$ cat config.mk
export PLATFORM = sky130hd
export DESIGN_NAME = header_length_trailer_deframer
export DESIGN_NICKNAME = d
export VERILOG_FILES = /design/src/design/hltd_pkg.sv /design/src/design/hltd_ram.sv /design/src/design/header_length_trailer_deframer.sv
export VERILOG_INCLUDE_DIRS = /design/src /design/src/design
export SDC_FILE = /design/constraint.sdc
export NUM_CORES = 1
export LEC_CHECK = 0
export ABC_AREA = 0
export BUFFER_PORTS_ARGS = -buffer_cell sky130_fd_sc_hd__buf_2
export CORE_ASPECT_RATIO = 0.6
export CORE_MARGIN = 8
export CORE_UTILIZATION = 45
export DETAILED_ROUTE_END_ITERATION = 16
export PLACE_DENSITY = 0.63
export RECOVER_POWER = 25
export SLEW_MARGIN = 25
export SYNTH_ARGS = -nofsm -noshare
export SYNTH_HDL_FRONTEND = slang
export SYNTH_SLANG_ARGS = --single-unit
$ cat constraint.sdc
create_clock -name clk -period 5.55 [get_ports clk]
set_input_delay 1.11 -clock clk [delete_from_list [all_inputs] [get_ports clk]]
set_output_delay 1.11 -clock clk [all_outputs]
set_load 0.01 [all_outputs]
$ cat src/design/header_length_trailer_deframer_defines.svh
// Assertion macros shared by the deframer RTL.
`ifndef HEADER_LENGTH_TRAILER_DEFRAMER_DEFINES_SVH
`define HEADER_LENGTH_TRAILER_DEFRAMER_DEFINES_SVH

// Same-cycle implication, checked out of reset.
`define HLTD_ASSERT_IMPL(label, clk, rst_n, ante, cons) \
  label: assert property (@(posedge clk) disable iff (!rst_n) (ante) |-> (cons)) \
    else $error("deframer assertion failed");

// Next-cycle implication, checked out of reset.
`define HLTD_ASSERT_NEXT(label, clk, rst_n, ante, cons) \
  label: assert property (@(posedge clk) disable iff (!rst_n) (ante) |=> (cons)) \
    else $error("deframer assertion failed");

`endif

$ cat src/design/hltd_pkg.sv
// Types and constants for the header/length/trailer deframer.
package hltd_pkg;

  localparam logic [1:0] OP_BYTE    = 2'd0;
  localparam logic [1:0] OP_READ    = 2'd1;
  localparam logic [1:0] OP_RELEASE = 2'd2;

  localparam logic [1:0] EV_TAKEN   = 2'd0;
  localparam logic [1:0] EV_DONE    = 2'd1;
  localparam logic [1:0] EV_DROP    = 2'd2;
  localparam logic [1:0] EV_IGNORED = 2'd3;

  localparam logic [7:0] SYNC_FIRST  = 8'h55;
  localparam logic [7:0] SYNC_SECOND = 8'hAA;
  localparam logic [7:0] TRAIL_CR    = 8'h0D;
  localparam logic [7:0] TRAIL_LF    = 8'h0A;

  localparam int unsigned MIN_LEN = 5;

  typedef struct packed {
    logic [1:0] op;
    logic [7:0] rx_byte;
    logic [5:0] read_index;
  } in_item_t;

  typedef struct packed {
    logic [1:0] event_res;
    logic       frame_held;
    logic [7:0] read_data;
  } out_item_t;

endpackage

$ cat src/design/hltd_ram.sv
// Generic single-write, single-read RAM with registered read data.
module hltd_ram #(
  parameter int WIDTH = 8,
  parameter int DEPTH = 64
) (
  input  logic                     clk,
  input  logic                     wr_en,
  input  logic [$clog2(DEPTH)-1:0] wr_addr,
  input  logic [WIDTH-1:0]         wr_data,
  input  logic                     rd_en,
  input  logic [$clog2(DEPTH)-1:0] rd_addr,
  output logic [WIDTH-1:0]         rd_data
);

  logic [WIDTH-1:0] mem [DEPTH];
  logic [WIDTH-1:0] rd_data_r;

  always_ff @(posedge clk) begin
    if (wr_en) begin
      mem[wr_addr] <= wr_data;
    end
    if (rd_en) begin
      rd_data_r <= mem[rd_addr];
    end
  end

  assign rd_data = rd_data_r;

endmodule

$ cat src/design/header_length_trailer_deframer.sv
// Top level of the sync-header, length-field, CR/LF-trailer frame receiver.
//
//   channel   ports                         beat payload
//   input     in_valid / in_ready / in_data  in_item_t: op, rx_byte, read_index
//   result    out_valid / out_ready / out_data  out_item_t: event_res, frame_held,
//                                                read_data
//
// One beat is accepted per cycle unless the input stalls (see below); its result is
// registered in the middle stage with the buffer read, then moves to the output register.
// Frame state updates and the buffer write happen at the accept edge itself.
// Reset (rst_n low, synchronous) clears the sync flags, byte count, held flag and
// both pipeline stages; buffer contents are kept and are valid only once written.
// A stalled result holds in the output register; the middle stage keeps filling,
// so input stalls only when both stages are full and out_ready is low.
module header_length_trailer_deframer
  import hltd_pkg::*;
#(
  parameter int BUF_DEPTH = 64
) (
  input  logic      clk,
  input  logic      rst_n,
  input  logic      in_valid,
  output logic      in_ready,
  input  in_item_t  in_data,
  output logic      out_valid,
  input  logic      out_ready,
  output out_item_t out_data
);

  `include "header_length_trailer_deframer_defines.svh"

  localparam int AW = $clog2(BUF_DEPTH);
  localparam int CW = $clog2(BUF_DEPTH + 1);
  localparam int IW = (AW > 6) ? AW : 6;
  localparam int XW = ((CW > 8) ? CW : 8) + 1;

  // frame tracking state
  logic          first_r, first_nxt;
  logic          second_r, second_nxt;
  logic          cr_r, cr_nxt;
  logic          done_r, done_nxt;
  logic [CW-1:0] cnt_r, cnt_nxt;
  logic [7:0]    len_r;

  // pipeline
  logic       s1_valid_r;
  logic [1:0] s1_ev_r;
  logic       s1_held_r;
  logic       s1_rd_r;
  logic       out_valid_r;
  out_item_t  out_data_r;

  logic          in_acc;
  logic          s1_go;
  logic [1:0]    ev_nxt;
  logic          wr_en;
  logic [AW-1:0] wr_addr;
  logic [CW-1:0] cnt_inc;
  logic [7:0]    len_cur;
  logic [XW-1:0] cnt_inc_x;
  logic [XW-1:0] len_x;
  logic [IW-1:0] idx_ext;
  logic [AW-1:0] rd_addr;
  logic          rd_in_range;
  logic [7:0]    ram_q;

  assign s1_go    = s1_valid_r && (!out_valid_r || out_ready);
  assign in_ready = !s1_valid_r || s1_go;
  assign in_acc   = in_valid && in_ready;

  assign cnt_inc   = cnt_r + CW'(1);
  assign len_cur   = (cnt_r == CW'(3)) ? in_data.rx_byte : len_r;
  assign cnt_inc_x = XW'(cnt_inc);
  assign len_x     = XW'(len_cur);

  assign idx_ext     = IW'(in_data.read_index);
  assign rd_addr     = idx_ext[AW-1:0];
  assign rd_in_range = ({1'b0, idx_ext} < (IW + 1)'(BUF_DEPTH));

  always_comb begin
    first_nxt  = first_r;
    second_nxt = second_r;
    cr_nxt     = cr_r;
    done_nxt   = done_r;
    cnt_nxt    = cnt_r;
    ev_nxt     = EV_TAKEN;
    wr_en      = 1'b0;
    wr_addr    = cnt_r[AW-1:0];
    unique case (in_data.op)
      OP_BYTE: begin
        if (done_r) begin
          ev_nxt = EV_IGNORED;
        end else if (second_r) begin
          if (cnt_r >= CW'(BUF_DEPTH)) begin
            first_nxt  = 1'b0;
            second_nxt = 1'b0;
            cr_nxt     = 1'b0;
            cnt_nxt    = '0;
            ev_nxt     = EV_DROP;
          end else begin
            wr_en   = 1'b1;
            cnt_nxt = cnt_inc;
            if (cr_r) begin
              // trailer LF closes or drops the frame
              first_nxt  = 1'b0;
              second_nxt = 1'b0;
              cr_nxt     = 1'b0;
              cnt_nxt    = '0;
              if (in_data.rx_byte == TRAIL_LF) begin
                done_nxt = 1'b1;
                ev_nxt   = EV_DONE;
              end else begin
                ev_nxt = EV_DROP;
              end
            end else if (cnt_inc >= CW'(4)) begin
              if ((cnt_inc == CW'(4)) &&
                  ((len_x < XW'(MIN_LEN)) || (len_x > XW'(BUF_DEPTH)))) begin
                first_nxt  = 1'b0;
                second_nxt = 1'b0;
                cnt_nxt    = '0;
                ev_nxt     = EV_DROP;
              end else if (cnt_inc_x == len_x - XW'(1)) begin
                if (in_data.rx_byte == TRAIL_CR) begin
                  cr_nxt = 1'b1;
                end else begin
                  first_nxt  = 1'b0;
                  second_nxt = 1'b0;
                  cnt_nxt    = '0;
                  ev_nxt     = EV_DROP;
                end
              end
            end
          end
        end else if (!first_r) begin
          if (in_data.rx_byte == SYNC_FIRST) begin
            wr_en     = 1'b1;
            wr_addr   = AW'(0);
            cnt_nxt   = CW'(1);
            first_nxt = 1'b1;
          end
        end else if (in_data.rx_byte == SYNC_SECOND) begin
          wr_en      = 1'b1;
          wr_addr    = AW'(1);
          cnt_nxt    = CW'(2);
          second_nxt = 1'b1;
        end else if (in_data.rx_byte == SYNC_FIRST) begin
          // restart sync on a repeated first header byte
          wr_en   = 1'b1;
          wr_addr = AW'(0);
          cnt_nxt = CW'(1);
        end else begin
          first_nxt = 1'b0;
          cnt_nxt   = '0;
          ev_nxt    = EV_DROP;
        end
      end
      OP_RELEASE: begin
        done_nxt = 1'b0;
      end
      default: begin
      end
    endcase
  end

  always_ff @(posedge clk) begin
    if (!rst_n) begin
      first_r  <= 1'b0;
      second_r <= 1'b0;
      cr_r     <= 1'b0;
      done_r   <= 1'b0;
      cnt_r    <= '0;
    end else if (in_acc) begin
      first_r  <= first_nxt;
      second_r <= second_nxt;
      cr_r     <= cr_nxt;
      done_r   <= done_nxt;
      cnt_r    <= cnt_nxt;
    end
  end

  // shadow of the length byte at buffer index 3
  always_ff @(posedge clk) begin
    if (in_acc && wr_en && second_r && (cnt_r == CW'(3))) begin
      len_r <= in_data.rx_byte;
    end
  end

  hltd_ram #(
    .WIDTH(8),
    .DEPTH(BUF_DEPTH)
  ) u_store (
    .clk    (clk),
    .wr_en  (in_acc && wr_en),
    .wr_addr(wr_addr),
    .wr_data(in_data.rx_byte),
    .rd_en  (in_acc),
    .rd_addr(rd_addr),
    .rd_data(ram_q)
  );

  always_ff @(posedge clk) begin
    if (!rst_n) begin
      s1_valid_r <= 1'b0;
    end else if (in_acc) begin
      s1_valid_r <= 1'b1;
    end else if (s1_go) begin
      s1_valid_r <= 1'b0;
    end
  end

  always_ff @(posedge clk) begin
    if (in_acc) begin
      s1_ev_r   <= ev_nxt;
      s1_held_r <= done_nxt;
      s1_rd_r   <= (in_data.op == OP_READ) && rd_in_range;
    end
  end

  always_ff @(posedge clk) begin
    if (!rst_n) begin
      out_valid_r <= 1'b0;
    end else if (s1_go) begin
      out_valid_r <= 1'b1;
    end else if (out_ready) begin
      out_valid_r <= 1'b0;
    end
  end

  always_ff @(posedge clk) begin
    if (s1_go) begin
      out_data_r.event_res  <= s1_ev_r;
      out_data_r.frame_held <= s1_held_r;
      out_data_r.read_data  <= s1_rd_r ? ram_q : 8'h00;
    end
  end

  assign out_valid = out_valid_r;
  assign out_data  = out_data_r;

  `HLTD_ASSERT_IMPL(a_held_no_progress, clk, rst_n, done_r, !first_r && !second_r && !cr_r)
  `HLTD_ASSERT_IMPL(a_sync_order, clk, rst_n, second_r || cr_r, first_r && second_r)
  `HLTD_ASSERT_IMPL(a_count_bound, clk, rst_n, 1'b1, cnt_r <= CW'(BUF_DEPTH))
  `HLTD_ASSERT_IMPL(a_ignored_held, clk, rst_n, out_valid && (out_data.event_res == EV_IGNORED), out_data.frame_held)
  `HLTD_ASSERT_NEXT(a_release_clears, clk, rst_n, in_acc && (in_data.op == OP_RELEASE), !done_r)

endmodule
==> out/metrics.cfg <==
[timing]
max_freq_mhz = 217
finalHoldViolCount = 0
setup_viol = 0
fin_setup_tns_ps = 0
period_minus_slack_ps = 4620
rsz0062_at_grt = false
tightest_slew_ps = 1680
worst_clock_skew_ps = 20.0
finalCritPeriodShare_pct = 83.2
setup_slack_ps = 934
hold-worst-slack_ps = 422
slew_headroom_pct = -11.9
slew_violations = 32

[synth]
syn_nets = 1094
synth_area_um2 = 22200
ys.flop_type = edfxtp_1
synth_async_sr_flop_share_pct = 0
synth.area.top_cells = edfxtp_1, mux4_2, nor2_1, dfxtp_1, clkbuf_1
synth_compound_area_share_pct = 1.81
synthMuxAreaShare_pct = 17.3
syn_avg_cell_area_um2 = 20.8
yosysSeqAreaShare_pct = 74.5
synth_edf_count = 543
synth-xor-area-share_pct = 0.624
postSynthCellCount = 1070
ys_types = 58
synth-adder-area-share_pct = 0.225
ys_warn_count = 0
yosys.area.top_type = edfxtp_1
ys_ff_latch = 556
synth_top_family_by_area = multiplexers
synth_top_area_share_pct = 73.3
synth-simple-area-share_pct = 4.45

[placement]
hpwl_um = 33700
portBuffers = 32
pre_cts_ws_ps = 890
place_congestion = 0.817

[pwr]
powerDensity_nw_per_um2 = 338
seqPwrFrac_pct = 55.0
clkPwrFrac_pct = 40.2
power_switching_w = 0.00175
p_int_w = 0.00666
p_comb_share_pct = 4.8
swShare_pct = 20.8
leakagePower_nw = 7.72
peakVddDrop_uv = 203

[setup_path]
ff2ff_setup_slack_ps = 1380
worstPathRequired_ps = 5740
timing.rr.start = out_valid
critPathArrivalTime_ps = 4810
start_kind = primary input
reg2regPathDepth = 9
critPathMaxFanout = 24
r2r_end = u_store.mem[45][2]
crit_type = in2reg
critical_path.endpoint_type = flip-flop

[final_layout]
layout.cells.most_common_list = edfxtp_1, mux4_2, nor2_1
final_common_cell = edfxtp_1
synthToLayoutAreaGrowth_pct = 11.9
layout-drive-gt1-share_pct = 25.7
fin_nets = 1164
antenna_cells = 0

[drt]
drc_errors = 0
drt_iter0_drc = 1539
vias_per_cell = 6.03
ant_nets = 0
vias = 11000
firstDrtPassIters = 5
totalWireLength_um = 52500
wl_per_cell_um = 28.7

[cts]
cts_tree = yes
cts.sinks = 556
htree_levels = 2
ctsLongestPathBuffers = 3
clock_latency_ps = 570
cts_resized = 0
path_clk_slew_ps = 70
holdBufCountCts = 0
ctsRootBufferMaster = clkbuf_16
post-cts-setup-buffers = 0
cts_made_buffers = 49

[min_path]
hold_end = out_data[8]
hold_path.class = reg2reg
min_path_cells = 0
hold_start = s1_held_r

[floorplan]
fp.dieH_um = 188
rows = 63
start_util_pct = 45.3
io_pins = 33
die_w_um = 303
dieArea_um2 = 57000
core_region_area_um2 = 49100

[run]
maxCapViolCount = 1

[grt]
grt_max_degree = 129
antenna_found_initial = 7
overflow = 0
grt_pass1_vias = 10800
grt_util_all_layers_pct = 18.4
grt_pass1_wl_um = 76700

[outcome]
violations = max-capacitance violations, max-slew violations
outcome = finished, violations left

## routing by layer
metal / GRT usage, % / routed length, µm / up-vias
li1: - / - / 4598
met1: 29.0 / 23800 / 5865
met2: 24.7 / 21600 / 519
met3: 6.97 / 6540 / 41
met4: 2.30 / 459 / 2
met5: 0 / 13 / -
## power by group through the flow
| stage | Combinational, W | Sequential (W) | Clock [W] |
|---|---|---|---|
| 2_1_floorplan | 0.000215 | 0.00472 | 0 |
| 3_3_place_gp | 0.000404 | 0.00472 | 0 |
| 3_5_place_dp | 0.000407 | 0.00472 | 0 |
| 4_1_cts | 0.000407 | 0.00463 | 0.00343 |
| 5_1_grt | 0.000427 | 0.00463 | 0.00358 |
| 6_report | 0.000403 | 0.00463 | 0.00338 |
## layout make-up
class / instances / area (µm²)
Sequential cell: 556 / 16600
Timing Repair Buffer: 75 / 505
Fill cell: 3892 / 24200
Clock inverter: 31 / 285
Inverter: 5 / 18.8
Tap cell: 650 / 813
Clock buffer: 58 / 1280
Multi-Input combinational cell: 453 / 5420
## worst max-delay path: stages
cell	delay (ps)
clkbuf_1	1020
nor3b_2	460
nand4_1	210
nand2_1	180
or2b_1	370
o21ai_0	230
nand3_1	480
nor2_1	740
## registers in the layout, indices dropped and copies added (netlist names), 2 cells and up
register,count
len_r,8
u_store.mem,512
cnt_r,7
out_data,11
s1_ev_r,2
u_store.rd_data,8
## kinds of logic (layout without fill, tap and decap cells)
family | Yosys count | after routing
AO/OA/AOI/OAI | 61 | 61
XOR/XNOR | 15 | 15
adder cells (fa/ha/maj) | 4 | 4
buffers and inverters | 61 | 169
flip-flops | 556 | 556
multiplexers | 174 | 174
AND/OR/NAND/NOR | 199 | 199
## per-stage QoR
stage / instances / power [W] / utilization [%] / instance area [µm²]
after floorplan: 1070 / 0.00493 / - / 22200
after global placement: 1739 / 0.00512 / 47.6 / 23400
after detailed placement: 1739 / 0.00512 / 47.6 / 23400
after CTS: 1828 / 0.00846 / 50.7 / 24900
after global routing: 1828 / 0.00864 / 50.7 / 24900
final: 1828 / 0.00841 / 50.7 / 24900
## synth_stat cells, types with 2 or more instances
library cell,count
nor2b_1,5
nand4_1,9
o21ai_1,3
and2_1,10
nand2b_1,4
xnor2_1,9
o31a_1,3
ha_1,4
o21ai_0,12
mux2i_1,6
buf_2,8
nor4bb_1,3
a211oi_1,5
nor2_1,83
xor2_1,5
a32o_1,2
edfxtp_1,543
clkbuf_1,30
inv_1,5
a21oi_1,17
or3_1,9
nand2_1,29
buf_4,2
mux4_2,168
nand3_1,12
dfxtp_1,13
a31oi_1,4
buf_1,15
o21a_1,2
and3_1,4
nor3b_1,2
nand3b_1,2
o31ai_1,3
nor3_1,15
## worst max path at each step
stage	from	end	slack, ps	cells past startpoint
2_1_floorplan	in_data[9]	u_store.mem[40][0]	1670	11
3_3_place_gp	in_data[6]	u_store.mem[1][6]	1030	9
3_5_place_dp	in_data[6]	u_store.mem[1][0]	890	9
4_1_cts	in_data[6]	u_store.mem[1][2]	1490	9
5_1_grt	in_data[7]	u_store.mem[1][2]	740	8
6_report	in_data[7]	u_store.mem[57][0]	930	8
No activity file was read; power rests on OpenSTA's default activity.
